### src/hdl/atp_pkg.sv
// Shared types, constants and the arctangent table for the tilt angle block.
package atp_pkg;

  localparam int SAMPLE_W    = 16;
  localparam int FRAC_W      = 7;
  localparam int STAGES_DEF  = 16;
  localparam int INT_FRAC    = 20;
  localparam int ATAN_LEN    = 24;
  localparam int PITCH_W     = FRAC_W + 8;
  localparam int ROLL_W      = FRAC_W + 9;
  localparam int ROOT_W      = SAMPLE_W + 8;
  localparam int RAD_W       = 2 * SAMPLE_W + 16;
  localparam int CORD_W      = SAMPLE_W + 20;
  localparam int ANG_W       = 30;

  typedef enum logic [1:0] {
    FORCE_NONE,
    FORCE_ZERO,
    FORCE_NEG180
  } force_e;

  typedef struct packed {
    logic signed [SAMPLE_W-1:0] accel_x;
    logic signed [SAMPLE_W-1:0] accel_y;
    logic signed [SAMPLE_W-1:0] accel_z;
  } in_beat_t;

  typedef struct packed {
    logic signed [PITCH_W-1:0] pitch_angle;
    logic signed [ROLL_W-1:0]  roll_angle;
  } out_beat_t;

  typedef struct packed {
    logic [RAD_W-1:0]           rem;
    logic [ROOT_W-1:0]          root;
    logic signed [SAMPLE_W-1:0] x;
    logic signed [SAMPLE_W-1:0] y;
    logic signed [SAMPLE_W-1:0] z;
  } sqrt_lane_t;

  typedef struct packed {
    logic signed [CORD_W-1:0] xx;
    logic signed [CORD_W-1:0] yy;
    logic signed [ANG_W-1:0]  ang;
    force_e                   frc;
  } cordic_lane_t;

  // atan(2^-i) in degrees, 20 fraction bits, rounded to nearest
  function automatic logic signed [ANG_W-1:0] atan_deg(input int i);
    logic signed [ANG_W-1:0] v;
    case (i)
      0: v = ANG_W'(47185920);
      1: v = ANG_W'(27855475);
      2: v = ANG_W'(14718068);
      3: v = ANG_W'(7471121);
      4: v = ANG_W'(3750058);
      5: v = ANG_W'(1876857);
      6: v = ANG_W'(938658);
      7: v = ANG_W'(469357);
      8: v = ANG_W'(234682);
      9: v = ANG_W'(117342);
      10: v = ANG_W'(58671);
      11: v = ANG_W'(29335);
      12: v = ANG_W'(14668);
      13: v = ANG_W'(7334);
      14: v = ANG_W'(3667);
      15: v = ANG_W'(1833);
      16: v = ANG_W'(917);
      17: v = ANG_W'(458);
      18: v = ANG_W'(229);
      19: v = ANG_W'(115);
      20: v = ANG_W'(57);
      21: v = ANG_W'(29);
      22: v = ANG_W'(14);
      23: v = ANG_W'(7);
      default: v = '0;
    endcase
    return v;
  endfunction

endpackage

### src/hdl/atp_sqrt_cell.sv
// One root bit of the pipelined integer square root.
module atp_sqrt_cell import atp_pkg::*; #(
  parameter int BIT = 0
) (
  input  logic       clk_i,
  input  logic       en_i,
  input  sqrt_lane_t lane_i,
  output sqrt_lane_t lane_o
);

  sqrt_lane_t lane_d, lane_q;
  logic [RAD_W-1:0] trial;

  always_comb begin
    lane_d = lane_i;
    // (2*root + 2^bit) * 2^bit, root holds only bits above this one
    trial = (RAD_W'(lane_i.root) << (BIT + 1)) | (RAD_W'(1) << (2 * BIT));
    if (lane_i.rem >= trial) begin
      lane_d.rem  = lane_i.rem - trial;
      lane_d.root = lane_i.root | (ROOT_W'(1) << BIT);
    end
  end

  always_ff @(posedge clk_i) begin
    if (en_i) begin
      lane_q <= lane_d;
    end
  end

  assign lane_o = lane_q;

endmodule

### config.mk
export PLATFORM = sky130hd
export DESIGN_NAME = atp_sqrt_cell
export DESIGN_NICKNAME = d
export VERILOG_FILES = /design/src/hdl/atp_pkg.sv /design/src/hdl/atp_sqrt_cell.sv
export SDC_FILE = /design/constraint.sdc
export NUM_CORES = 1
export LEC_CHECK = 0
export ABC_AREA = 1
export ABC_CLOCK_PERIOD_IN_PS = 4400
export BUFFER_PORTS_ARGS = -buffer_cell sky130_fd_sc_hd__buf_4
export CORE_UTILIZATION = 40
export DETAILED_ROUTE_END_ITERATION = 12
export GPL_TIMING_DRIVEN = 0
export MAX_ROUTING_LAYER = met4
export PLACE_DENSITY = 0.74
export RECOVER_POWER = 25
export SETUP_SLACK_MARGIN = 0.05
export SYNTH_ARGS = -nofsm -noshare
export SYNTH_HDL_FRONTEND = slang
export SYNTH_SLANG_ARGS = --single-unit
export TNS_END_PERCENT = 20
### constraint.sdc
create_clock -name clk_i -period 4.4 [get_ports clk_i]
set_input_delay 0 -clock clk_i [delete_from_list [all_inputs] [get_ports clk_i]]
set_output_delay 0 -clock clk_i [all_outputs]
set_load 0.1 [all_outputs]
==> flow_metrics.env <==
export IMPL_outcome="finished, violations left"
export IMPL_violations="negative hold slack, max-capacitance violations, max-slew violations"
export IMPL_cp_endpoint="lane_o[113]$_DFFE_PP_"
export IMPL_clk_pin_slew_ns=0.06
export IMPL_drt_iter0_drc=441
export IMPL_startpoint_type="input pin"
export IMPL_num_nets_final=1407
export IMPL_synthTopCellsByCount="nand2_1, inv_1, edfxtp_1, nor2_1, nand3_1"
export IMPL_crit_type="input pin to flip-flop"
export IMPL_seqPwrFrac_pct=32.6
export IMPL_seq_area_frac_synth_pct=49.1
export IMPL_cp_max_fo=10
export IMPL_track_usage_pct=26.3
export IMPL_power_frac_comb_pct=35.9
export IMPL_fmax_mhz=392
export IMPL_synth_area_leaders="edfxtp_1, nand2_1, inv_1"
export IMPL_critPathLaunch="lane_i[48]"
export IMPL_max_vdd_ir_drop_v=0.000275
export IMPL_cp_slowest_stage_delay_ns=0.53
export IMPL_syn_area_mm2=0.00735
export IMPL_grt_pass1_vias=7205
export IMPL_max_cap_viol_count=1
export IMPL_setup_viol=0
export IMPL_power_density_mw_per_mm2=391
export IMPL_p_int_mw=2.60
export IMPL_pwr_share_clk_pct=31.5
export IMPL_tritoncts="done"
export IMPL_rows=49
export IMPL_largest_reg_flops=120
export IMPL_antennaDiodeCount=0
export IMPL_routedWlPerCell_um=15.8
export IMPL_cts_buffer_depth=2
export IMPL_core_area_mm2=0.0180
export IMPL_synth_largest_area_cell="edfxtp_1"
export IMPL_setup_tns_ns=0
export IMPL_slew_violations=52
export IMPL_grt_overflow=0
export IMPL_crit_arrival_ns=2.71
export IMPL_dp_hpwl_um=17800
export IMPL_leakage_nw=5.18
export IMPL_crit_top_cell="nand2_2"
export IMPL_avgSynthCellArea_um2=8.32
export IMPL_drcViolationCount=0
export IMPL_postCtsSetupRepairBufs=0
export IMPL_grt_max_degree=70
export IMPL_via_per_inst=4.74
export IMPL_ant_nets=0
export IMPL_synthCells=883
export IMPL_layout_min_cycle_time_ns=2.55
export IMPL_cts_root_buf="clkbuf_16"
export IMPL_portBuffers=241
export IMPL_die_area_mm2=0.0189
export IMPL_die_w_um=138
export IMPL_crit_path_cell_trace="dlygate4sd3_1 > buf_4 > inv_1 > fa_1 > nand3_1 > nand3_2 > nand2_1 > nand2_2 > nand2_2 > nand2_2 > nand2_2 > nand3_4 > inv_8 > buf_6 > a21oi_2"
export IMPL_fin_util_pct=62.3
export IMPL_rsz0062_at_grt="false"
export IMPL_areaGrowthSynthToFinish_pct=52.4
export IMPL_regArea_mm2=0.00360
export IMPL_synth_top_cell_area_share_pct=49.1
export IMPL_drive_gt1_share_pct=27.6
export IMPL_place_inst=1354
export IMPL_yosysMostFrequentCell="nand2_1"
export IMPL_cts_buffers=17
export IMPL_synth_nets=1031
export IMPL_grt_antenna_before_repair=0
export IMPL_stdcell_count=1501
export IMPL_hold_viol=1
export IMPL_cts_sinks=120
export IMPL_die_height_um=138
export IMPL_hp_class="input pin to flip-flop"
export IMPL_whs_ns=-0.0103
export IMPL_required_ns=4.56
export IMPL_io_pins=242
export IMPL_ys_flop_type="edfxtp_1"
export IMPL_htree_levels=4
export IMPL_routed_wl_um=23700
export IMPL_p_sw_share_pct=40.7
export IMPL_crit_slowest_cell="dlygate4sd3_1"
export IMPL_post_route_period_util_pct=57.9
export IMPL_synth_edf_count=120
export IMPL_fill_cells=1528
export IMPL_p_switching_mw=1.78
export IMPL_worst_pin_slew_ns=3.02
export IMPL_relSlewSlack_pct=-102
export IMPL_async_flop_share_pct=0
export IMPL_ys_warnings_count=0
export IMPL_initial_core_util_pct=40.9
export IMPL_grt_pass1_wl_um=35700
export IMPL_gp_congestion=0.918
export IMPL_first_pass_iters=5
export IMPL_crit_path_end_kind="flip-flop"
export IMPL_synth_cell_types=33
export IMPL_vias=7114
export IMPL_multiInputGateArea_mm2=0.00305
export IMPL_ys_ff_latch=120
-- power by group through the flow --
stage,clock network (mW),logic [mW],registers [mW]
3_5_place_dp,0,1.48,1.45
4_1_cts,1.40,1.57,1.42
2_1_floorplan,0,0.301,2.24
5_1_grt,1.44,1.65,1.44
3_3_place_gp,0,1.47,1.44
6_report,1.38,1.57,1.43
-- cell families after synthesis --
logic type / share of synthesized area [%]
and+or+nand+nor: 28.6
xor gates and xnor gates: 2.50
DFF: 49.1
adders and majority gates: 4.53
AOI/OAI and AO/OA: 5.89
buffers and inverters: 9.37
-- metrics by stage --
stage / area, um2 / power (mW) / worst slack [ns]
2_1_floorplan: 7350 / 2.54 / 2.57
5_1_grt: 11200 / 4.52 / 1.76
4_1_cts: 11200 / 4.39 / 1.86
3_3_place_gp: 9440 / 2.92 / 1.98
3_5_place_dp: 9470 / 2.93 / 1.95
6_report: 11200 / 4.38 / 1.85
-- worst max-delay path, delay by kind of cell --
| kind | cells | cell delay, ns |
|---|---|---|
| AND/OR/NAND/NOR | 8 | 1.00 |
| AO/OA/AOI/OAI | 1 | 0.07 |
| buffers and inverters | 5 | 1.14 |
| adder cells (fa/ha/maj) | 1 | 0.50 |
-- per-layer routing --
metal  vias to the layer above  wire length, um  GRT usage, %  share of wire [%]
li1                       3579                -             -                  -
met4                         0              483          9.28                2.0
met5                         -                0             -                  0
met1                      3264             9720          29.6                 41
met3                        33             1610          4.56                6.8
met2                       238            11900          46.8                 50
-- worst min path at each step --
stage | startpoint | depth (start not counted) | slack (ns) | to
final | lane_i[97] | 3 | -0.01 | lane_o[97]$_DFFE_PP_
after detailed placement | lane_i[7] | 1 | 0.18 | lane_o[7]$_DFFE_PP_
after floorplan | lane_i[0] | 0 | 0.1 | lane_o[0]$_DFFE_PP_
after global placement | lane_i[26] | 1 | 0.18 | lane_o[26]$_DFFE_PP_
after global routing | lane_i[97] | 3 | 0.0005 | lane_o[97]$_DFFE_PP_
after CTS | lane_i[110] | 3 | 0.003 | lane_o[110]$_DFFE_PP_
-- repair_timing --
| item | CTS | global route |
|---|---|---|
| hold endpoints to repair | 115 | 0 |
| resized for setup | 0 | 0 |
| hold buffers | 115 | 0 |
| endpoints found under the setup margin | 0 | 0 |
-- placed cells by master (no fill, tap or decap), types with 11 or more instances in the layout --
cell           netlist  final
nand2_1            284    284
buf_4                1    202
inv_1              153    153
edfxtp_1           120    120
dlygate4sd3_1        0    115
nor2_1              87     87
nand3_1             51     51
clkbuf_4             0     38
ha_1                25     25
nand2_2             23     23
a21oi_2             17     17
o21ai_2             17     17
clkbuf_16            0     17
a21oi_1             16     16
xnor2_1             16     16
nand4_1             15     15
nand3b_1            11     11
-- final cells by class --
| class | instances | share of cell area (%) |
|---|---|---|
| inverters | 159 | 5.40 |
| clock buffers | 17 | 3.80 |
| flip-flops and latches | 120 | 32.2 |
| multi-input cells | 598 | 27.3 |
| well taps | 229 | 2.56 |
| plain buffers | 6 | 0.749 |
| clock inverters | 15 | 1.39 |
| repair buffers | 357 | 26.6 |
(Power assumes the default switching activity.)
