[config.mk]
export PLATFORM = sky130hd
export DESIGN_NAME = atp_cordic_cell
export DESIGN_NICKNAME = d
export VERILOG_FILES = /design/src/hdl/atp_pkg.sv /design/src/hdl/atp_cordic_cell.sv
export SDC_FILE = /design/constraint.sdc
export NUM_CORES = 1
export LEC_CHECK = 0
export BUFFER_PORTS_ARGS = -buffer_cell sky130_fd_sc_hd__buf_2
export CORE_MARGIN = 3
export CORE_UTILIZATION = 40
export DETAILED_ROUTE_END_ITERATION = 8
export SLEW_MARGIN = 5
export SYNTH_ARGS = -nofsm -noshare
export SYNTH_HDL_FRONTEND = slang
export SYNTH_SLANG_ARGS = --single-unit
[constraint.sdc]
create_clock -name clk_i -period 6.95 [get_ports clk_i]
set_input_delay 0.695 -clock clk_i [delete_from_list [all_inputs] [get_ports clk_i]]
set_output_delay 0.695 -clock clk_i [all_outputs]
set_load 0.01 [all_outputs]
[src/hdl/atp_pkg.sv]
// Shared types, constants and the arctangent table for the tilt angle block.
package atp_pkg;

  localparam int SAMPLE_W    = 16;
  localparam int FRAC_W      = 7;
  localparam int STAGES_DEF  = 16;
  localparam int INT_FRAC    = 20;
  localparam int ATAN_LEN    = 24;
  localparam int PITCH_W     = FRAC_W + 8;
  localparam int ROLL_W      = FRAC_W + 9;
  localparam int ROOT_W      = SAMPLE_W + 8;
  localparam int RAD_W       = 2 * SAMPLE_W + 16;
  localparam int CORD_W      = SAMPLE_W + 20;
  localparam int ANG_W       = 30;

  typedef enum logic [1:0] {
    FORCE_NONE,
    FORCE_ZERO,
    FORCE_NEG180
  } force_e;

  typedef struct packed {
    logic signed [SAMPLE_W-1:0] accel_x;
    logic signed [SAMPLE_W-1:0] accel_y;
    logic signed [SAMPLE_W-1:0] accel_z;
  } in_beat_t;

  typedef struct packed {
    logic signed [PITCH_W-1:0] pitch_angle;
    logic signed [ROLL_W-1:0]  roll_angle;
  } out_beat_t;

  typedef struct packed {
    logic [RAD_W-1:0]           rem;
    logic [ROOT_W-1:0]          root;
    logic signed [SAMPLE_W-1:0] x;
    logic signed [SAMPLE_W-1:0] y;
    logic signed [SAMPLE_W-1:0] z;
  } sqrt_lane_t;

  typedef struct packed {
    logic signed [CORD_W-1:0] xx;
    logic signed [CORD_W-1:0] yy;
    logic signed [ANG_W-1:0]  ang;
    force_e                   frc;
  } cordic_lane_t;

  // atan(2^-i) in degrees, 20 fraction bits, rounded to nearest
  function automatic logic signed [ANG_W-1:0] atan_deg(input int i);
    logic signed [ANG_W-1:0] v;
    case (i)
      0: v = ANG_W'(47185920);
      1: v = ANG_W'(27855475);
      2: v = ANG_W'(14718068);
      3: v = ANG_W'(7471121);
      4: v = ANG_W'(3750058);
      5: v = ANG_W'(1876857);
      6: v = ANG_W'(938658);
      7: v = ANG_W'(469357);
      8: v = ANG_W'(234682);
      9: v = ANG_W'(117342);
      10: v = ANG_W'(58671);
      11: v = ANG_W'(29335);
      12: v = ANG_W'(14668);
      13: v = ANG_W'(7334);
      14: v = ANG_W'(3667);
      15: v = ANG_W'(1833);
      16: v = ANG_W'(917);
      17: v = ANG_W'(458);
      18: v = ANG_W'(229);
      19: v = ANG_W'(115);
      20: v = ANG_W'(57);
      21: v = ANG_W'(29);
      22: v = ANG_W'(14);
      23: v = ANG_W'(7);
      default: v = '0;
    endcase
    return v;
  endfunction

endpackage

[src/hdl/atp_cordic_cell.sv]
// One CORDIC vectoring micro-rotation, registered.
module atp_cordic_cell import atp_pkg::*; #(
  parameter int STEP = 0
) (
  input  logic         clk_i,
  input  logic         en_i,
  input  cordic_lane_t lane_i,
  output cordic_lane_t lane_o
);

  cordic_lane_t lane_d, lane_q;
  logic signed [CORD_W-1:0] dx, dy;

  always_comb begin
    lane_d = lane_i;
    dx = lane_i.yy >>> STEP;
    dy = lane_i.xx >>> STEP;
    if (!lane_i.yy[CORD_W-1]) begin
      lane_d.xx  = lane_i.xx + dx;
      lane_d.yy  = lane_i.yy - dy;
      lane_d.ang = lane_i.ang + atan_deg(STEP);
    end else begin
      lane_d.xx  = lane_i.xx - dx;
      lane_d.yy  = lane_i.yy + dy;
      lane_d.ang = lane_i.ang - atan_deg(STEP);
    end
  end

  always_ff @(posedge clk_i) begin
    if (en_i) begin
      lane_q <= lane_d;
    end
  end

  assign lane_o = lane_q;

endmodule

==> reports/results.tsv, run 1 <==
stage	metric	value	unit
global_routing	globalRouteMet2Util	35.4	%
final_layout	nFillCells	2432	
cts	clockBufferDepth	2	
global_routing	grt_usage	22.4	%
drt	vias_per_cell	5.70	
global_routing	grt_use_met3	3.38	%
final_layout	most-common-layout-cells	buf_2 (208), a21oi_1 (137), ha_1 (117)	
final_layout	layout.nets	1570	
global_routing	grt_pass1_vias	8818	
floorplan	die_y	164	um
cts	clk_pin_slew	0.08	ns
pwr	total_power	2.19	mW
flow_run	cap_viol_max_count	0	
final_layout	n_antenna_cell	0	
cts	cts_root_buf	clkbuf_16	
status	outcome	finished, final reports clean	
final_layout	largest_reg_flops	103	
worst_setup_path	setup.worst_path.end_class	flop	
worst_setup_path	crit_slowest_cell	a311oi_1	
timing	setup_tns	0	ns
final_layout	synthToLayoutAreaGrowth	15.4	%
timing	rsz0062_at_grt	false	
floorplan	coreArea	24500	um2
worst_setup_path	path_cells	buf_2 -> inv_1 -> ha_1 -> a21o_1 -> a31oi_1 -> a21oi_1 -> o31ai_2 -> nand2_1 -> a311oi_1 -> o311ai_0 -> a21boi_1 -> xnor2_1	
global_routing	grtUsageMet1	32.1	%
floorplan	io_pins	210	
yosys	synth-seq-area-share	30.9	%
floorplan	die_w	164	um
global_routing	overflow	0	
cts	cts_max_level	3	
timing	timing.fmax	265	MHz
floorplan	fp.dieArea	27000	um2
final_layout	final_common_cell	buf_2	
drt	drt_iter0_markers	930	
timing	period_needed	3.78	ns
worst_setup_path	worstPathMaxFanout	15	
yosys	syn-instance-count	1175	
timing	tightest_slew	1.10	ns
drt	drt_wl_total	31400	um
cts	cts_sinks	103	
pwr	p_per_area	189	nW/um2
yosys	synth_area	10000	um2
drt	vias	9522	
worst_setup_path	critPathRequiredTime	7.08	ns
timing	max_slew_margin	26.7	%
pwr	peakVddDrop	0.104	mV
placed_design	gp_congestion	0.941	
cts	cts_buffers	9	
final_layout	drive_above_1_share	18.4	%
worst_setup_path	worst-setup-path-type	in2reg	
yosys	synth-async-reset-ratio	0	%
yosys	synth.avg_cell_area	8.53	um2
drt	drc_errors	0	
drt	wl_per_cell	18.8	um
timing	hold_viol_final	0	
worst_setup_path	arrival	3.90	ns
drt	postRouteAntennaNets	0	
yosys	synth-seq-cells	103	
cts	post_cts_buffers	0	
cts	cts_resized	0	
final_layout	multi_input_area	6240	um2
yosys	ys.flop_type	edfxtp_1	
global_routing	grt_pass1_wl	47700	um
global_routing	grt_max_degree	101	
yosys	synth-edff-count	103	
cts	cts_tree	built	
timing	final-setup-viol-count	0	
timing	slew_violations	0	
final_layout	regArea	3090	um2
min_path	hp-class	in2reg	
worst_setup_path	crit_start	lane_i[36]	
placed_design	io_buffers	209	
yosys	synthDistinctLibCells	73	
worst_setup_path	worstSetupStartpointType	primary input	
placed_design	dp_hpwl	24100	um
worst_setup_path	endpoint	lane_o[63]$_DFFE_PP_	
cts	cts_hold_buf	0	
global_routing	grt-busiest-layer	met2	
timing	period_share	54.3	%
yosys	ys.warnings.count	0	
global_routing	antenna_found_initial	0	
floorplan	rows	57	
floorplan	start_util	41.0	%
drt	drt_first_pass_iters	5	
pwr	p_leak	5.11	nW
worst_setup_path	cp_slowest_stage_delay	0.68	ns
yosys	syn_nets	1402	
-- worst max-delay path: cells and delay by family --
kind                     cells  cell delay (ns)
adder cells (fa/ha/maj)      1             0.51
AND/OR/NAND/NOR              1             0.09
XOR/XNOR                     1             0.17
buffers and inverters        2             0.14
AO/OA/AOI/OAI                7             2.28
-- per-stage QoR --
| step | hold WS [ns] | cell area (um2) | instances | utilization [%] | setup slack (ns) |
|---|---|---|---|---|---|
| after floorplan | 0.794 | 10000 | 1175 | - | 3.55 |
| after global placement | 0.872 | 11300 | 1656 | 46.1 | 2.95 |
| after detailed placement | 0.874 | 11300 | 1656 | 46.1 | 2.90 |
| after CTS | 0.494 | 11600 | 1671 | 47.3 | 3.28 |
| after global routing | 0.493 | 11600 | 1671 | 47.3 | 3.11 |
| final | 0.503 | 11600 | 1671 | 47.3 | 3.17 |
-- synthesized netlist by cell type, types with 3 or more instances --
| cell type | count | area [um2] |
|---|---|---|
| a211oi_1 | 14 | 105 |
| a21boi_0 | 5 | 37.5 |
| a21o_1 | 28 | 210 |
| a21oi_1 | 137 | 686 |
| a221oi_1 | 5 | 43.8 |
| a311oi_1 | 4 | 35.0 |
| a31oi_1 | 9 | 56.3 |
| a41oi_1 | 3 | 26.3 |
| and2_1 | 8 | 50.1 |
| and3_1 | 4 | 25.0 |
| buf_1 | 8 | 30.0 |
| buf_2 | 9 | 45.0 |
| clkbuf_1 | 38 | 143 |
| clkinv_1 | 3 | 11.3 |
| edfxtp_1 | 103 | 3090 |
| fa_1 | 4 | 80.1 |
| ha_1 | 117 | 1460 |
| inv_1 | 116 | 435 |
| inv_2 | 5 | 18.8 |
| mux2i_1 | 15 | 150 |
| nand2_1 | 63 | 236 |
| nand2b_1 | 14 | 87.6 |
| nand3_1 | 20 | 100 |
| nand3b_1 | 3 | 22.5 |
| nand4_1 | 16 | 100 |
| nor2_1 | 90 | 338 |
| nor2b_1 | 16 | 100 |
| nor3_1 | 31 | 155 |
| nor3b_1 | 3 | 22.5 |
| nor4_1 | 9 | 56.3 |
| o2111ai_1 | 5 | 43.8 |
| o211ai_1 | 7 | 52.6 |
| o21a_1 | 5 | 37.5 |
| o21ai_0 | 72 | 360 |
| o21ai_1 | 8 | 40.0 |
| o21bai_1 | 30 | 225 |
| o311ai_0 | 4 | 35.0 |
| o311ai_1 | 4 | 35.0 |
| o31a_1 | 4 | 35.0 |
| o31ai_1 | 14 | 105 |
| or3_1 | 9 | 56.3 |
| or4_1 | 5 | 37.5 |
| xnor2_1 | 62 | 543 |
| xor2_1 | 10 | 87.6 |
-- worst min-delay path by stage --
stage | cells past startpoint | startpoint | end
after floorplan | 0 | lane_i[0] | lane_o[0]$_DFFE_PP_
after global placement | 1 | lane_i[9] | lane_o[9]$_DFFE_PP_
after detailed placement | 1 | lane_i[1] | lane_o[1]$_DFFE_PP_
after CTS | 1 | lane_i[1] | lane_o[1]$_DFFE_PP_
after global routing | 1 | lane_i[17] | lane_o[17]$_DFFE_PP_
final | 1 | lane_i[4] | lane_o[4]$_DFFE_PP_
-- per-layer routing --
metal	part of all wire, %	vias to the layer above
li1	-	4553
met1	46	4511
met2	44	423
met3	7.9	35
met4	1.6	0
met5	0	-
-- layout make-up --
cell class	instances	share of cell area, %
clock buffer	9	1.95
multi-input combinational	892	54.0
sequential	103	26.7
tap	324	3.51
clock inverter	6	0.476
inverter	124	4.03
timing repair buffer	213	9.33
-- power by group --
part / switching (mW) / internal, mW
sequential: 0.0253 / 0.807
clock: 0.266 / 0.249
combinational: 0.527 / 0.314
total: 0.818 / 1.37
-- cells by family (layout without fill, tap and decap cells) --
group / after synthesis / in the layout / share of synthesized area, %
and+or+nand+nor: 296 / 296 / 14.2
AOI/OAI and AO/OA: 388 / 388 / 24.8
adders and majority gates: 121 / 121 / 15.4
DFF: 103 / 103 / 30.9
buffers and inverters: 180 / 352 / 6.89
xor gates and xnor gates: 72 / 72 / 6.29
muxes: 15 / 15 / 1.50
Power figures use the tool's default switching activity.
==> run 2: changes to the inputs <==
==> constraint.sdc (replaced) <==
create_clock -name clk_i -period 3.22 [get_ports clk_i]
set_input_delay 0.322 -clock clk_i [delete_from_list [all_inputs] [get_ports clk_i]]
set_output_delay 0.322 -clock clk_i [all_outputs]
set_load 0.01 [all_outputs]
==> reports/results.tsv, run 2 (synthesized netlist as in run 1, its figures left out) <==
stage	metric	value	unit	change
drt	drc_errors	0		unchanged
min_path	whs_endpoint	lane_o[17]$_DFFE_PP_		was lane_o[4]$_DFFE_PP_
floorplan	coreArea	24500	um2	unchanged
floorplan	fp.dieArea	27000	um2	unchanged
drt	drt_wl_total	33300	um	was 31400 um
timing	final-setup-viol-count	0		unchanged
min_path	worstHoldPathCells	1		unchanged
final_layout	n_antenna_cell	0		unchanged
timing	period_share	93.0	%	
placed_design	io_buffers	209		unchanged
drt	drt_first_pass_iters	6		was 5
min_path	hp-class	in2reg		unchanged
pwr	peakVddDrop	0.209	mV	was 0.104 mV
timing	slew_violations	0		unchanged
worst_setup_path	setup.worst_path.end_class	flop		unchanged
cts	clk_pin_slew	0.09	ns	was 0.08 ns
global_routing	grt_pass1_wl	51800	um	was 47700 um
global_routing	antenna_found_initial	0		unchanged
pwr	total_power	4.96	mW	was 2.19 mW
floorplan	die_w	164	um	unchanged
timing	period_needed	2.99	ns	
cts	cts_sinks	103		unchanged
final_layout	largest_reg_flops	103		unchanged
final_layout	final_util	51.8	%	was 47.3%
drt	vias_per_cell	5.48		was 5.70
cts	cts_tree	built		unchanged
drt	wl_per_cell	18.4	um	was 18.8 um
final_layout	drive_above_1_share	26.4	%	was 18.4%
drt	vias	9950		was 9522
floorplan	die_y	164	um	unchanged
placed_design	dpl.cell_count	1801		was 1656
final_layout	layout.nets	1715		was 1570
worst_setup_path	crit_slowest_cell	or4_1		was a311oi_1
drt	postRouteAntennaNets	0		unchanged
worst_setup_path	critPathRequiredTime	3.33	ns	was 7.08 ns
timing	setup_tns	0	ns	unchanged
placed_design	dpl_worst_slack	-0.176	ns	was 2.90 ns
final_layout	most-common-layout-cells	buf_2 (208), buf_4 (149), a21oi_1 (137)		was buf_2 (208), a21oi_1 (137), ha_1 (117)
final_layout	regArea	3090	um2	unchanged
floorplan	start_util	41.0	%	unchanged
global_routing	grt_usage	24.3	%	was 22.4%
final_layout	design_area	12700	um2	was 11600 um2
worst_setup_path	cp_num_buf_inv	2		unchanged
final_layout	multi_input_area	6250	um2	was 6240 um2
worst_setup_path	worstPathMaxFanout	3		was 15
cts	cts_root_buf	clkbuf_16		unchanged
global_routing	overflow	0		unchanged
placed_design	gp_congestion	0.961		was 0.941
pwr	p_leak	5.82	nW	was 5.11 nW
status	outcome	finished, final reports clean		unchanged
worst_setup_path	cp_slowest_stage_delay	0.52	ns	was 0.68 ns
global_routing	grt_pass1_vias	9577		was 8818
timing	rsz0062_at_grt	false		unchanged
worst_setup_path	worstSetupStartpointType	primary input		unchanged
floorplan	rows	57		unchanged
worst_setup_path	crit_top_cell	o21ai_1		
pwr	p_per_area	391	nW/um2	was 189 nW/um2
final_layout	synthToLayoutAreaGrowth	26.4	%	was 15.4%
final_layout	nFillCells	2361		was 2432
cts	cts_max_level	3		unchanged
min_path	hp-start	lane_i[17]		was lane_i[4]
global_routing	grt_max_degree	81		was 101
timing	hold_viol_final	0		unchanged
floorplan	io_pins	210		unchanged
cts	cts_buffers	9		unchanged
cts	clockBufferDepth	2		unchanged
flow_run	cap_viol_max_count	0		unchanged
timing	max_slew_margin	41.4	%	was 26.7%
worst_setup_path	path_delay_family	compound AO/OA/AOI/OAI gates		unchanged
placed_design	placed_cell_area	12400	um2	was 11300 um2
timing	tightest_slew	0.879	ns	was 1.10 ns
timing	timing.fmax	334	MHz	
final_layout	final_cell_count_no_fill	1816		was 1671
worst_setup_path	arrival	3.10	ns	was 3.90 ns
timing	holdWs	0.132	ns	was 0.503 ns
drt	drt_iter0_markers	887		was 930
placed_design	dp_hpwl	26600	um	was 24100 um
worst_setup_path	worst-setup-path-type	in2reg		unchanged
timing	setup_ws	0.227	ns	was 3.17 ns
worst_setup_path	path_cells	buf_2 -> inv_1 -> ha_1 -> fa_1 -> nand2b_1 -> a211oi_1 -> o21ai_1 -> o21ai_1 -> a21o_1 -> nor2_1 -> o221ai_1 -> mux2i_1 -> or4_1		was buf_2 -> inv_1 -> ha_1 -> a21o_1 -> a31oi_1 -> a21oi_1 -> o31ai_2 -> nand2_1 -> a311oi_1 -> o311ai_0 -> a21boi_1 -> xnor2_1
final_layout	final_common_cell	buf_2		unchanged
-- run 2: area by class of cell --
cell class,count,share of cell area [%]
multi-input combinational,892,49.3
timing repair buffer,358,17.2
clock inverter,6,0.444
inverter,124,3.67
clock buffer,9,1.78
tap,324,3.20
sequential,103,24.4
-- run 2: report_power, final --
part	internal, mW	switching [mW]	leakage (nW)
Clock	0.538	0.573	0.136
Combinational	0.853	1.20	4.68
Sequential	1.74	0.0513	1.01
Total	3.13	1.83	5.82
-- run 2: worst max path at each step --
stage / end / from / slack [ns] / cells past startpoint
final: lane_o[100]$_DFFE_PP_ / lane_i[68] / 0.23 / 13
after global placement: lane_o[99]$_DFFE_PP_ / lane_i[33] / -0.14 / 15
after detailed placement: lane_o[65]$_DFFE_PP_ / lane_i[44] / -0.18 / 14
after CTS: lane_o[63]$_DFFE_PP_ / lane_i[33] / 0.21 / 15
after global routing: lane_o[100]$_DFFE_PP_ / lane_i[68] / 0.09 / 13
after floorplan: lane_o[100]$_DFFE_PP_ / lane_i[38] / 0.20 / 11
-- run 2: timing repair --
| item | 4_1_cts | 5_1_grt |
|---|---|---|
| gates resized for setup | 0 | 1 |
| buffers inserted | 0 | 0 |
| endpoints found under the setup margin | 0 | 2 |
| hold buffers | 0 | 0 |
-- run 2: routing by layer --
layer,global-route usage (%),part of all wire (%),up-vias
li1,-,-,4841
met3,3.10,6.6,48
met2,38.5,44,407
met1,35.2,47,4654
met4,5.81,1.8,0
met5,0,0,-
